**config.mk**
```make
export PLATFORM = sky130hd
export DESIGN_NAME = balanced_gray_code_pixel_decoder
export DESIGN_NICKNAME = d
export VERILOG_FILES = /design/src/design/bgc_pkg.sv /design/src/design/bgc_front.sv /design/src/design/bgc_fifo.sv /design/src/design/bgc_back.sv /design/src/design/balanced_gray_code_pixel_decoder.sv
export VERILOG_INCLUDE_DIRS = /design/src /design/src/design
export SDC_FILE = /design/constraint.sdc
export NUM_CORES = 1
export LEC_CHECK = 0
export BUFFER_PORTS_ARGS = -buffer_cell sky130_fd_sc_hd__buf_2
export CORE_UTILIZATION = 45
export DETAILED_ROUTE_END_ITERATION = 16
export GPL_TIMING_DRIVEN = 0
export SLEW_MARGIN = 15
export SYNTH_ARGS = -nofsm -noshare
export SYNTH_HDL_FRONTEND = slang
export SYNTH_SLANG_ARGS = --single-unit
```
**constraint.sdc**
```tcl
create_clock -name clk -period 5.37 [get_ports clk]
set_input_delay 0.2685 -clock clk [delete_from_list [all_inputs] [get_ports clk]]
set_output_delay 0.2685 -clock clk [all_outputs]
set_load 0.01 [all_outputs]
```
**src/design/balanced_gray_code_pixel_decoder_assert.svh**
```systemverilog
// Assertion helpers for the pixel decoder.
`ifndef BALANCED_GRAY_CODE_PIXEL_DECODER_ASSERT_SVH
`define BALANCED_GRAY_CODE_PIXEL_DECODER_ASSERT_SVH

// Property holds at every clock edge outside reset.
`define BGC_ASSERT(lbl, clk, rst_n, prop, msg) \
	lbl: assert property (@(posedge clk) disable iff (!rst_n) prop) else $error(msg);

// Condition never holds outside reset.
`define BGC_ASSERT_NEVER(lbl, clk, rst_n, cond, msg) \
	`BGC_ASSERT(lbl, clk, rst_n, !(cond), msg)

`endif

```
**src/design/bgc_pkg.sv**
```systemverilog
`default_nettype none
package bgc_pkg;

	localparam int MAX_AXIS_BITS = 16;
	localparam int SAMPLE_BITS   = 8;
	localparam int AXIS_W        = 5;
	localparam int CNT_W         = 6;
	localparam int CODE_W        = 32;
	localparam int SUM_W         = 14;
	localparam int DIM_W         = 17;
	localparam int COORD_W       = MAX_AXIS_BITS;
	localparam int IDX_W         = 32;
	localparam int MEAN_W        = 8;
	localparam int CFG_IDX_W     = 3;
	localparam int CFG_DATA_W    = DIM_W;
	localparam int PROD_W        = COORD_W + DIM_W;

	localparam logic [CNT_W-1:0] CNT_MAX = '1;

	localparam int FIFO_DEPTH = 2;
	localparam int FIFO_PTR_W = $clog2(FIFO_DEPTH);

	localparam int DIV_STEPS = SUM_W;
	localparam int DIV_CNT_W = $clog2(DIV_STEPS);
	localparam logic [DIV_CNT_W-1:0] DIV_LAST = DIV_CNT_W'(DIV_STEPS - 1);

	localparam logic [CFG_IDX_W-1:0] CFG_BITS_X      = CFG_IDX_W'(0);
	localparam logic [CFG_IDX_W-1:0] CFG_BITS_Y      = CFG_IDX_W'(1);
	localparam logic [CFG_IDX_W-1:0] CFG_PROJ_WIDTH  = CFG_IDX_W'(2);
	localparam logic [CFG_IDX_W-1:0] CFG_PROJ_HEIGHT = CFG_IDX_W'(3);

	typedef struct packed {
		logic [AXIS_W-1:0] bits_x;
		logic [AXIS_W-1:0] bits_y;
		logic [DIM_W-1:0]  width;
		logic [DIM_W-1:0]  height;
	} cfg_t;

	typedef struct packed {
		logic [CODE_W-1:0] code;
		logic [SUM_W-1:0]  sum;
		logic [CNT_W-1:0]  used;
		logic              wrong;
	} job_t;

	typedef enum logic [2:0] {
		ST_IDLE,
		ST_DECODE,
		ST_MULT,
		ST_DIV,
		ST_FINISH
	} state_t;

	function automatic logic [AXIS_W-1:0] axis_bits(logic [AXIS_W-1:0] v);
		return (v > AXIS_W'(MAX_AXIS_BITS)) ? AXIS_W'(MAX_AXIS_BITS) : v;
	endfunction

	function automatic logic [COORD_W-1:0] low_mask(logic [AXIS_W-1:0] n);
		logic [COORD_W:0] m;
		m = ((COORD_W+1)'(1) << n) - (COORD_W+1)'(1);
		return m[COORD_W-1:0];
	endfunction

	function automatic logic [COORD_W-1:0] gray_to_bin(logic [COORD_W-1:0] g);
		logic [COORD_W-1:0] b;
		b = g;
		b = b ^ (b >> 8);
		b = b ^ (b >> 4);
		b = b ^ (b >> 2);
		b = b ^ (b >> 1);
		return b;
	endfunction

endpackage
`default_nettype wire

```
**src/design/bgc_front.sv**
```systemverilog
`default_nettype none
module bgc_front (
	input  wire logic                                clk,
	input  wire logic                                arst_n,
	input  wire bgc_pkg::cfg_t                       cfg,
	input  wire logic                                push,
	output logic                                     full,
	input  wire logic [bgc_pkg::SAMPLE_BITS-1:0]     sample_normal,
	input  wire logic [bgc_pkg::SAMPLE_BITS-1:0]     sample_inverted,
	input  wire logic                                last_pair,
	input  wire logic                                job_full,
	output logic                                     job_push,
	output bgc_pkg::job_t                            job
);

	logic [bgc_pkg::CNT_W-1:0]       cnt_q;
	logic [bgc_pkg::CODE_W-1:0]      code_q;
	logic [bgc_pkg::SUM_W-1:0]       sum_q;

	logic                            accept;
	logic [bgc_pkg::AXIS_W-1:0]      bx;
	logic [bgc_pkg::AXIS_W-1:0]      by;
	logic [bgc_pkg::CNT_W-1:0]       total;
	logic                            in_use;
	logic                            gt;
	logic [bgc_pkg::SAMPLE_BITS-1:0] diff;
	logic [bgc_pkg::CODE_W-1:0]      code_nxt;
	logic [bgc_pkg::SUM_W-1:0]       sum_nxt;
	logic [bgc_pkg::CNT_W-1:0]       cnt_nxt;

	assign full   = job_full;
	assign accept = push && !job_full;

	assign bx     = bgc_pkg::axis_bits(cfg.bits_x);
	assign by     = bgc_pkg::axis_bits(cfg.bits_y);
	assign total  = bgc_pkg::CNT_W'(bx) + bgc_pkg::CNT_W'(by);
	assign in_use = cnt_q < total;
	assign gt     = sample_normal > sample_inverted;
	assign diff   = gt ? (sample_normal - sample_inverted) : (sample_inverted - sample_normal);

	always_comb begin
		code_nxt = code_q;
		sum_nxt  = sum_q;
		if (in_use) begin
			if (gt) begin
				code_nxt = code_q | (bgc_pkg::CODE_W'(1) << cnt_q[4:0]);
			end
			sum_nxt = sum_q + bgc_pkg::SUM_W'(diff);
		end
		cnt_nxt = (cnt_q < bgc_pkg::CNT_MAX) ? (cnt_q + bgc_pkg::CNT_W'(1)) : cnt_q;
	end

	assign job_push   = accept && last_pair;
	assign job.code   = code_nxt;
	assign job.sum    = sum_nxt;
	assign job.used   = (cnt_nxt < total) ? cnt_nxt : total;
	assign job.wrong  = cnt_nxt != total;

	always_ff @(posedge clk or negedge arst_n) begin
		if (!arst_n) begin
			cnt_q  <= '0;
			code_q <= '0;
			sum_q  <= '0;
		end else if (accept) begin
			if (last_pair) begin
				cnt_q  <= '0;
				code_q <= '0;
				sum_q  <= '0;
			end else begin
				cnt_q  <= cnt_nxt;
				code_q <= code_nxt;
				sum_q  <= sum_nxt;
			end
		end
	end

endmodule
`default_nettype wire

```
**src/design/bgc_fifo.sv**
```systemverilog
`default_nettype none
module bgc_fifo (
	input  wire logic          clk,
	input  wire logic          arst_n,
	input  wire logic          wr_en,
	input  wire bgc_pkg::job_t wr_data,
	output logic               full,
	input  wire logic          rd_en,
	output bgc_pkg::job_t      rd_data,
	output logic               empty
);

	bgc_pkg::job_t                 mem_q [bgc_pkg::FIFO_DEPTH];
	logic [bgc_pkg::FIFO_PTR_W-1:0] wr_ptr_q;
	logic [bgc_pkg::FIFO_PTR_W-1:0] rd_ptr_q;
	logic [bgc_pkg::FIFO_PTR_W:0]   count_q;
	logic                           do_wr;
	logic                           do_rd;

	assign full    = count_q == (bgc_pkg::FIFO_PTR_W+1)'(bgc_pkg::FIFO_DEPTH);
	assign empty   = count_q == '0;
	assign do_wr   = wr_en && !full;
	assign do_rd   = rd_en && !empty;
	assign rd_data = mem_q[rd_ptr_q];

	always_ff @(posedge clk) begin
		if (do_wr) begin
			mem_q[wr_ptr_q] <= wr_data;
		end
	end

	always_ff @(posedge clk or negedge arst_n) begin
		if (!arst_n) begin
			wr_ptr_q <= '0;
			rd_ptr_q <= '0;
			count_q  <= '0;
		end else begin
			if (do_wr) begin
				wr_ptr_q <= wr_ptr_q + bgc_pkg::FIFO_PTR_W'(1);
			end
			if (do_rd) begin
				rd_ptr_q <= rd_ptr_q + bgc_pkg::FIFO_PTR_W'(1);
			end
			if (do_wr && !do_rd) begin
				count_q <= count_q + (bgc_pkg::FIFO_PTR_W+1)'(1);
			end else if (do_rd && !do_wr) begin
				count_q <= count_q - (bgc_pkg::FIFO_PTR_W+1)'(1);
			end
		end
	end

endmodule
`default_nettype wire

```
**src/design/bgc_back.sv**
```systemverilog
`default_nettype none
`include "balanced_gray_code_pixel_decoder_assert.svh"
module bgc_back (
	input  wire logic                           clk,
	input  wire logic                           arst_n,
	input  wire bgc_pkg::cfg_t                  cfg,
	input  wire logic                           job_empty,
	input  wire bgc_pkg::job_t                  job,
	output logic                                job_pop,
	output logic                                empty,
	input  wire logic                           pop,
	output logic [bgc_pkg::IDX_W-1:0]           projector_index,
	output logic [bgc_pkg::MEAN_W-1:0]          mean_distance,
	output logic                                code_unmapped,
	output logic                                pair_count_wrong
);

	bgc_pkg::state_t                 state_q;
	bgc_pkg::state_t                 state_nxt;
	bgc_pkg::job_t                   job_q;
	logic [bgc_pkg::COORD_W-1:0]     x_q;
	logic [bgc_pkg::COORD_W-1:0]     y_q;
	logic [bgc_pkg::PROD_W-1:0]      prod_q;
	logic                            unmapped_q;
	logic [bgc_pkg::SUM_W-1:0]       dvd_q;
	logic [bgc_pkg::CNT_W-1:0]       rem_q;
	logic [bgc_pkg::DIV_CNT_W-1:0]   div_cnt_q;
	logic                            out_valid_q;

	logic                            out_load;
	logic                            div_done;
	logic [bgc_pkg::AXIS_W-1:0]      bx;
	logic [bgc_pkg::AXIS_W-1:0]      by;
	logic [bgc_pkg::CODE_W-1:0]      y_shift;
	logic [bgc_pkg::CNT_W:0]         trial;
	logic                            trial_ge;
	logic [bgc_pkg::CNT_W:0]         trial_sub;
	logic [bgc_pkg::PROD_W-1:0]      idx_sum;

	assign bx      = bgc_pkg::axis_bits(cfg.bits_x);
	assign by      = bgc_pkg::axis_bits(cfg.bits_y);
	assign y_shift = job_q.code >> bx;

	assign trial     = {rem_q, dvd_q[bgc_pkg::SUM_W-1]};
	assign trial_ge  = trial >= {1'b0, job_q.used};
	assign trial_sub = trial - {1'b0, job_q.used};
	assign div_done  = div_cnt_q == bgc_pkg::DIV_LAST;
	assign idx_sum   = prod_q + bgc_pkg::PROD_W'(x_q);

	always_comb begin
		state_nxt = state_q;
		unique case (state_q)
			bgc_pkg::ST_IDLE: begin
				if (!job_empty) state_nxt = bgc_pkg::ST_DECODE;
			end
			bgc_pkg::ST_DECODE: state_nxt = bgc_pkg::ST_MULT;
			bgc_pkg::ST_MULT:   state_nxt = bgc_pkg::ST_DIV;
			bgc_pkg::ST_DIV: begin
				if (div_done) state_nxt = bgc_pkg::ST_FINISH;
			end
			bgc_pkg::ST_FINISH: begin
				if (!out_valid_q || pop) state_nxt = bgc_pkg::ST_IDLE;
			end
			default: state_nxt = bgc_pkg::ST_IDLE;
		endcase
	end

	always_comb begin
		job_pop  = 1'b0;
		out_load = 1'b0;
		unique case (state_q)
			bgc_pkg::ST_IDLE:   job_pop  = !job_empty;
			bgc_pkg::ST_FINISH: out_load = !out_valid_q || pop;
			default: ;
		endcase
	end

	always_ff @(posedge clk or negedge arst_n) begin
		if (!arst_n) begin
			state_q     <= bgc_pkg::ST_IDLE;
			out_valid_q <= 1'b0;
		end else begin
			state_q <= state_nxt;
			if (out_load) begin
				out_valid_q <= 1'b1;
			end else if (pop) begin
				out_valid_q <= 1'b0;
			end
		end
	end

	always_ff @(posedge clk) begin
		if (job_pop) begin
			job_q <= job;
		end
		unique case (state_q)
			bgc_pkg::ST_DECODE: begin
				x_q <= bgc_pkg::gray_to_bin(job_q.code[bgc_pkg::COORD_W-1:0] &
					bgc_pkg::low_mask(bx));
				y_q <= bgc_pkg::gray_to_bin(y_shift[bgc_pkg::COORD_W-1:0] &
					bgc_pkg::low_mask(by));
			end
			bgc_pkg::ST_MULT: begin
				prod_q     <= y_q * cfg.width;
				unmapped_q <= ({1'b0, x_q} >= cfg.width) || ({1'b0, y_q} >= cfg.height);
				dvd_q      <= job_q.sum;
				rem_q      <= '0;
				div_cnt_q  <= '0;
			end
			bgc_pkg::ST_DIV: begin
				rem_q     <= trial_ge ? trial_sub[bgc_pkg::CNT_W-1:0] : trial[bgc_pkg::CNT_W-1:0];
				dvd_q     <= {dvd_q[bgc_pkg::SUM_W-2:0], trial_ge};
				div_cnt_q <= div_cnt_q + bgc_pkg::DIV_CNT_W'(1);
			end
			default: ;
		endcase
		if (out_load) begin
			projector_index  <= unmapped_q ? '0 : idx_sum[bgc_pkg::IDX_W-1:0];
			mean_distance    <= (job_q.used == '0) ? '0 : dvd_q[bgc_pkg::MEAN_W-1:0];
			code_unmapped    <= unmapped_q;
			pair_count_wrong <= job_q.wrong;
		end
	end

	assign empty = !out_valid_q;

	`BGC_ASSERT(a_decode_after_pop, clk, arst_n, (state_q == bgc_pkg::ST_DECODE) |-> $past(job_pop), "decode without a queued job")
	`BGC_ASSERT(a_finish_after_div, clk, arst_n, ((state_q == bgc_pkg::ST_FINISH) && ($past(state_q) != bgc_pkg::ST_FINISH)) |-> (($past(state_q) == bgc_pkg::ST_DIV) && ($past(div_cnt_q) == bgc_pkg::DIV_LAST)), "divider cut short")
	`BGC_ASSERT_NEVER(a_rem_bound, clk, arst_n, (state_q == bgc_pkg::ST_FINISH) && (job_q.used != '0) && (rem_q >= job_q.used), "remainder not below divisor")

endmodule
`default_nettype wire

```
**src/design/balanced_gray_code_pixel_decoder.sv**
```systemverilog
// Structured-light pixel decoder. Each push beat carries one frame pair (normal and inverted
// sample) of one camera pixel; last_pair closes the pixel. Pairs are taken one per clock
// while full is low. A closed pixel is queued (two deep) and then decoded: it is fetched,
// Gray decoded, put through the y*width multiply and the bit-serial mean divider, and then
// loaded into the output register once that register is free. Pairs of the next pixel are
// taken meanwhile; full rises only while the pixel queue holds two closed pixels. The result
// (projector index, mean distance, unmapped and pair-count flags) waits in the output
// register until popped. Configuration writes are always ready and must be done idle.
`default_nettype none
module balanced_gray_code_pixel_decoder (
	input  wire logic                               clk,
	input  wire logic                               arst_n,
	input  wire logic                               cfg_valid,
	output logic                                    cfg_ready,
	input  wire logic [bgc_pkg::CFG_IDX_W-1:0]      cfg_index,
	input  wire logic [bgc_pkg::CFG_DATA_W-1:0]     cfg_data,
	input  wire logic                               push,
	output logic                                    full,
	input  wire logic [bgc_pkg::SAMPLE_BITS-1:0]    sample_normal,
	input  wire logic [bgc_pkg::SAMPLE_BITS-1:0]    sample_inverted,
	input  wire logic                               last_pair,
	output logic                                    empty,
	input  wire logic                               pop,
	output logic [bgc_pkg::IDX_W-1:0]               projector_index,
	output logic [bgc_pkg::MEAN_W-1:0]              mean_distance,
	output logic                                    code_unmapped,
	output logic                                    pair_count_wrong
);

	bgc_pkg::cfg_t cfg_q;
	bgc_pkg::job_t front_job;
	bgc_pkg::job_t head_job;
	logic          front_push;
	logic          job_full;
	logic          job_empty;
	logic          job_pop;

	assign cfg_ready = 1'b1;

	always_ff @(posedge clk or negedge arst_n) begin
		if (!arst_n) begin
			cfg_q.bits_x <= bgc_pkg::AXIS_W'(10);
			cfg_q.bits_y <= bgc_pkg::AXIS_W'(10);
			cfg_q.width  <= bgc_pkg::DIM_W'(1024);
			cfg_q.height <= bgc_pkg::DIM_W'(768);
		end else if (cfg_valid && cfg_ready) begin
			unique case (cfg_index)
				bgc_pkg::CFG_BITS_X:      cfg_q.bits_x <= cfg_data[bgc_pkg::AXIS_W-1:0];
				bgc_pkg::CFG_BITS_Y:      cfg_q.bits_y <= cfg_data[bgc_pkg::AXIS_W-1:0];
				bgc_pkg::CFG_PROJ_WIDTH:  cfg_q.width  <= cfg_data[bgc_pkg::DIM_W-1:0];
				bgc_pkg::CFG_PROJ_HEIGHT: cfg_q.height <= cfg_data[bgc_pkg::DIM_W-1:0];
				default: ;
			endcase
		end
	end

	bgc_front u_front (
		.clk             (clk),
		.arst_n          (arst_n),
		.cfg             (cfg_q),
		.push            (push),
		.full            (full),
		.sample_normal   (sample_normal),
		.sample_inverted (sample_inverted),
		.last_pair       (last_pair),
		.job_full        (job_full),
		.job_push        (front_push),
		.job             (front_job)
	);

	bgc_fifo u_fifo (
		.clk     (clk),
		.arst_n  (arst_n),
		.wr_en   (front_push),
		.wr_data (front_job),
		.full    (job_full),
		.rd_en   (job_pop),
		.rd_data (head_job),
		.empty   (job_empty)
	);

	bgc_back u_back (
		.clk              (clk),
		.arst_n           (arst_n),
		.cfg              (cfg_q),
		.job_empty        (job_empty),
		.job              (head_job),
		.job_pop          (job_pop),
		.empty            (empty),
		.pop              (pop),
		.projector_index  (projector_index),
		.mean_distance    (mean_distance),
		.code_unmapped    (code_unmapped),
		.pair_count_wrong (pair_count_wrong)
	);

endmodule
`default_nettype wire

```
Yosys cells after proc, flatten, opt, wreduce, memory -nomap -nowiden
Memories as Yosys holds them, arrays and structs flattened. A register that Yosys moved wholly into a read port is not among the register bits.
Cells that the tools add are included.

storage, ports and cells
  flip-flop bits (word level) = 235
  RAM bits = 106
  input bits = 42
  word-level logic and storage cells = 128
  memories = 1

memories
  memory        depth  bits a word  read ports  clocked after memory_dff  write ports  RTL line        source
  u_fifo.mem_q  2      53           1           1                         1            bgc_fifo.sv:13  bgc_pkg::job_t mem_q [bgc_pkg::FIFO_DEPTH];

operators by class
  add/sub/neg operators = 14
  multipliers = 1
  order comparisons = 9
  equal/unequal tests = 13
  shift operators = 4
  multiplexer cells = 27
  bitwise logic cells = 11
  reduce and logical (&&, ||, !) cells = 25

operator list
  cell                                                  number
  two-way mux 32 bit                                    3
  >= comparator 16 x 17 -> 1 bit                        2
  adder 32 x 16 -> 32 bit                               1
  bitwise AND 16 bit                                    2
  multiplier 16 x 17 -> 32 bit                          1
  OR 32 bit                                             1
  << shifter 1 x 5 -> 16 bit, first input constant      2
  << shifter 1 x 5 -> 32 bit, first input constant      1
  >> shifter 32 x 5 -> 16 bit                           1
  subtractor 16 x 2 -> 16 bit, second input constant    2
  bitwise XOR 16 x 12 -> 16 bit                         2
  bitwise XOR 16 x 14 -> 16 bit                         2
  bitwise XOR 16 x 15 -> 16 bit                         2
  bitwise XOR 16 x 8 -> 16 bit                          2
  two-way mux 14 bit                                    2
  one-hot mux 14 bit (2 select lines)                   1
  two-way mux 6 bit                                     4
  subtractor 8 bit                                      2
  one-hot mux 3 bit (5 select lines)                    1
  adder 14 x 8 -> 14 bit                                1
  == test 3 x 2 -> 1 bit, second input constant         4
  < comparator 6 bit                                    2
  one-hot mux 6 bit (2 select lines)                    1
  greater-than comparator 5 bit, second input constant  2
  other kinds (32)                                      60

Longest topological paths before layout
  depth in word-level cells = 9
  mapped depth = 26
  gate-level depth less buffers = 25

Cells and area by module
A second synthesis with hierarchy kept.

unflattened totals
  cell total of the unflattened synthesis = 2722
  area, all modules = 30285.3 µm²

modules (own cells, without submodules)
  module                            instances  cells each  area an instance (µm²)  seq. area each (µm²)
  bgc_back                          1          1964        19790.2                 5625.4
  bgc_front                         1          477         4465.5                  1301.2
  bgc_fifo                          1          184         4271.6                  3283.1
  balanced_gray_code_pixel_decoder  1          97          1757.9                  1109.8

Least setup slack after synthesis
Ideal clock, no wire load.

  kind = register to register
  start point = reg cfg_q[27] (netlist bit)
  end point = reg u_back.prod_q[29] (netlist bit) (data pin)
  setup time = 0.265 ns
  arrival = 5.611 ns
  setup slack = -0.506 ns
  cell stages (with the launch flop) = 21
  clock period less this slack = 5.876 ns
  cells stage by stage = dfstp_2 > clkbuf_1 > nand2_1 > fa_1 > fa_1 > fa_1 > inv_1 > fa_1 > fa_1 > inv_1 > fa_1 > inv_1 > ha_1 > and3_1 > nand3_1 > o211ai_1 > nand4_1 > a211oi_1 > nor2_1 > o21ai_0 > xor2_1

between the ends
  word-level cells in the longest chain between the ends = 1

RTL lines
  element                       RTL line                                source
  start, declared               balanced_gray_code_pixel_decoder.sv:30  bgc_pkg::cfg_t cfg_q;
  multiplier 16 x 17 -> 32 bit  bgc_back.sv:104                         prod_q <= y_q * cfg.width;
  end signal, assigned          bgc_back.sv:104
  end, declared                 bgc_back.sv:23                          logic [bgc_pkg::PROD_W-1:0] prod_q;

No other way between the ends.
A chain may end at the register's enable or synchronous reset.

Worst setup path in the final report
  start point = reg u_back.y_q[5] (netlist bit)
  end point = reg u_back.prod_q[20] (netlist bit) (data pin)

between the ends
  word-level cells in the longest chain between the ends = 1

RTL lines
  element                       RTL line         source
  start, declared               bgc_back.sv:22   logic [bgc_pkg::COORD_W-1:0] y_q;
  start signal, assigned        bgc_back.sv:100  y_q <= bgc_pkg::gray_to_bin(y_shift[bgc_pkg::COORD_W-1:0] &
  multiplier 16 x 17 -> 32 bit  bgc_back.sv:104

No other way between the ends.

==> flow_summary.ini <==
[outcome]
status = finished, violations left
violations = negative setup slack

[yosys]
syn-cell-area_um2 = 29090
seq_area_frac_synth_pct = 38.91
synth.lib_cells_used.distinct = 82
syn-num-nets = 3124
synthesis.instances = 2664
synthDominantAreaCellType = sky130_fd_sc_hd__edfxtp_1
ys_warn_count = 0
flops_latches_synth = 394
synthesis.area_per_instance_um2 = 10.92
yosys.area.top_type_share_pct = 29.93
synth_area_leaders = sky130_fd_sc_hd__edfxtp_1, sky130_fd_sc_hd__fa_1, sky130_fd_sc_hd__ha_1
top_cell_types_by_occurrence_after_synthesis = sky130_fd_sc_hd__inv_1, sky130_fd_sc_hd__edfxtp_1, sky130_fd_sc_hd__nand2_1
synth_flop_cell = sky130_fd_sc_hd__edfxtp_1
synthArstFlopShare_pct = 26.40
synth_edf_count = 290
post-synth-top-count-cell = sky130_fd_sc_hd__inv_1

[die]
core_region_area_um2 = 63430
die-width_um = 256.3
die_outline_area_um2 = 65670
floorplan.io_pins = 87
floorplan.die.height_um = 256.3
row_count = 92
initial_utilization_pct = 45.87

[place]
gpl.final_weighted_congestion = 0.9805
dpl-instance-area_um2 = 30930
place_worst_setup_slack_ns = -1.497
port_buffers = 85
dpl.hpwl_um = 61220

[global_route]
grt_first_pass_wirelength_um = 125000
globalRoute.totalOverflow = 0
grt_use_total_pct = 24.81
via_count_of_the_first_global_routing_pass = 21750
grt_antenna_before_repair = 0
grt_max_degree = 56

[layout]
finalCoreUtilization_pct = 53.02
diodes = 0
layout.cell_area.non_filler_um2 = 33630
nNetsFinal = 3342
synthToLayoutAreaGrowth_pct = 15.59
share_of_cells_above_drive_strength_1_pct = 17.82

[sta]
finClkSkew_ns = 0.01939
unrepaired_setup_endpoints_after_global_routing = yes
slew-limit-headroom_pct = 31.41
share_of_the_cycle_needed_by_the_critical_path_after_routing_pct = 114.4
tightest_slew_ns = 1.015
timing_hold_violations_final = 0
finalCriticalPeriod_ns = 6.145
final_setup_violating_endpoints = 19
post-route-worst-setup-slack_ns = -0.7747
timing_max_transition_violations_final = 0
whs_ns = 0.02636
achievable-frequency_ghz = 0.1627

[clock_network]
cts_buffers = 44
clk_pin_slew_ns = 0.06
cts.htree.levels = 2
cts_tree = done
clock_tree.root_cell = sky130_fd_sc_hd__clkbuf_16
clock_path_buffers = 3
cts.sink_count = 394
worst_skew_pair.late_latency_ns = 0.56

[worst_setup_path]
worst-endpoint-required_ns = 5.66
crit_path_start_kind = flop
critical_path_peak_fanout = 6
cp-end-kind = flop
cp.arrival_ns = 6.43
timing_worst_setup_path_type = reg2reg

[drt]
average_via_count_per_standard_cell = 5.446
overall_via_count_from_detail_route = 20500
routedWlPerCell_um = 21.23
drtPass1Iterations = 5
totalWireLength_um = 79900
detail-route-antenna-nets = 0
route.detailed.drc = 0
dr.first_iter.drc_count = 1141

[hold_path]
hold_path.class = in2reg

[run]
timing.max_cap.violations = 0
-- cell usage in the layout, fill, tap and decap left out, drive strengths merged, types with 18 or more instances in the layout --
master,count
inv,341
edfxtp,290
nand2,255
fa,213
ha,205
buf,200
and2,150
clkbuf,137
nor2,111
mux2,106
o21ai,98
dfrtp,97
a21oi,93
xnor2,80
a21o,68
mux2i,45
xor2,35
nor3,30
nand3,26
nor2b,24
o211a,22
o21a,20
nand2b,19
a31oi,18
-- through the flow --
stage,TNS (ns),std cells
CTS,-9.588,3744
floorplan,-1.233,2664
finish,-9.145,3764
global placement,-29.51,3595
global route,-11.79,3764
detailed placement,-25.19,3607
-- timing repair --
item,4_1_cts,5_1_grt
endpoints found under the setup margin,45,57
setup buffers,43,24
gates resized for setup,109,95
endpoints found under the hold margin,65,0
hold buffers,13,0
pin swaps,30,36
-- flip-flops by register name, indices dropped and copies added, names as in the netlist, 4 cells and up --
register,count
u_front.code_q,32
u_back.rem_q,6
u_back.dvd_q,14
u_front.cnt_q,6
u_front.sum_q,14
u_back.y_q,16
cfg_q,44
u_back.div_cnt_q,4
u_back.prod_q,32
u_back.projector_index,32
u_back.x_q,16
u_back.job_q,53
u_fifo.mem_q,106
u_back.mean_distance,8
-- critical path: stages (launching register included) --
cell                       delay [ns]
sky130_fd_sc_hd__edfxtp_1        0.50
sky130_fd_sc_hd__buf_8           0.19
sky130_fd_sc_hd__and2_4          0.13
sky130_fd_sc_hd__fa_1            0.52
sky130_fd_sc_hd__inv_2           0.04
sky130_fd_sc_hd__fa_2            0.53
sky130_fd_sc_hd__fa_1            0.43
sky130_fd_sc_hd__fa_1            0.51
sky130_fd_sc_hd__inv_2           0.04
sky130_fd_sc_hd__fa_1            0.53
sky130_fd_sc_hd__fa_1            0.48
sky130_fd_sc_hd__ha_4            0.29
sky130_fd_sc_hd__a21o_1          0.18
sky130_fd_sc_hd__a21o_1          0.15
sky130_fd_sc_hd__a21o_1          0.18
sky130_fd_sc_hd__nand2_2         0.08
sky130_fd_sc_hd__o211ai_1        0.09
sky130_fd_sc_hd__buf_4           0.17
sky130_fd_sc_hd__buf_4           0.14
sky130_fd_sc_hd__a31oi_4         0.16
sky130_fd_sc_hd__o21bai_1        0.11
sky130_fd_sc_hd__a21oi_1         0.24
sky130_fd_sc_hd__xnor2_1         0.16
-- routing by layer --
layer | wire length, um | GRT usage (%)
met1 | 32170 | 29.85
met2 | 39660 | 43.34
met3 | 3877 | 3.885
met4 | 4195 | 11.83
met5 | 0 | 0
-- cell families after synthesis --
kind of cell	count (synthesis)	synth area share, %
adder cells (fa/ha/maj)	418	23.47
other	1	0.01289
flip-flops	394	38.91
AO/OA/AOI/OAI	430	9.835
multiplexers	158	6.193
AND/OR/NAND/NOR	688	11.61
XOR/XNOR	118	3.892
buffers and inverters	457	6.077
-- final timing paths --
check | slack (ns) | depth (start not counted) | endpoint | from
max | -0.77 | 22 | u_back.prod_q[20] | u_back.y_q[5]
min | 0.03 | 3 | cfg_q[43] | cfg_data[4]
max reg2reg | -0.77 | 22 | u_back.prod_q[20] | u_back.y_q[5]
min reg2reg | 0.45 | 0 | u_back.pair_count_wrong | u_back.job_q[0]
max in group asynchronous | 4.35 | 3 | cfg_q[42] | arst_n
min in group asynchronous | 0.25 | 2 | u_front.sum_q[1] | arst_n
-- layout make-up --
| class | instances | area, um2 |
|---|---|---|
| Buffer | 111 | 669.4 |
| Clock buffer | 63 | 1256 |
| Clock inverter | 19 | 181.4 |
| Fill cell | 5655 | 29790 |
| Inverter | 342 | 1289 |
| Multi-Input combinational cell | 1813 | 16540 |
| Sequential cell | 394 | 11340 |
| Tap cell | 846 | 1059 |
| Timing Repair Buffer | 176 | 1294 |
Power is left out: the tool's default activity adds up to more than one toggle a clock period on the data nets, which glitch-free logic cannot reach.
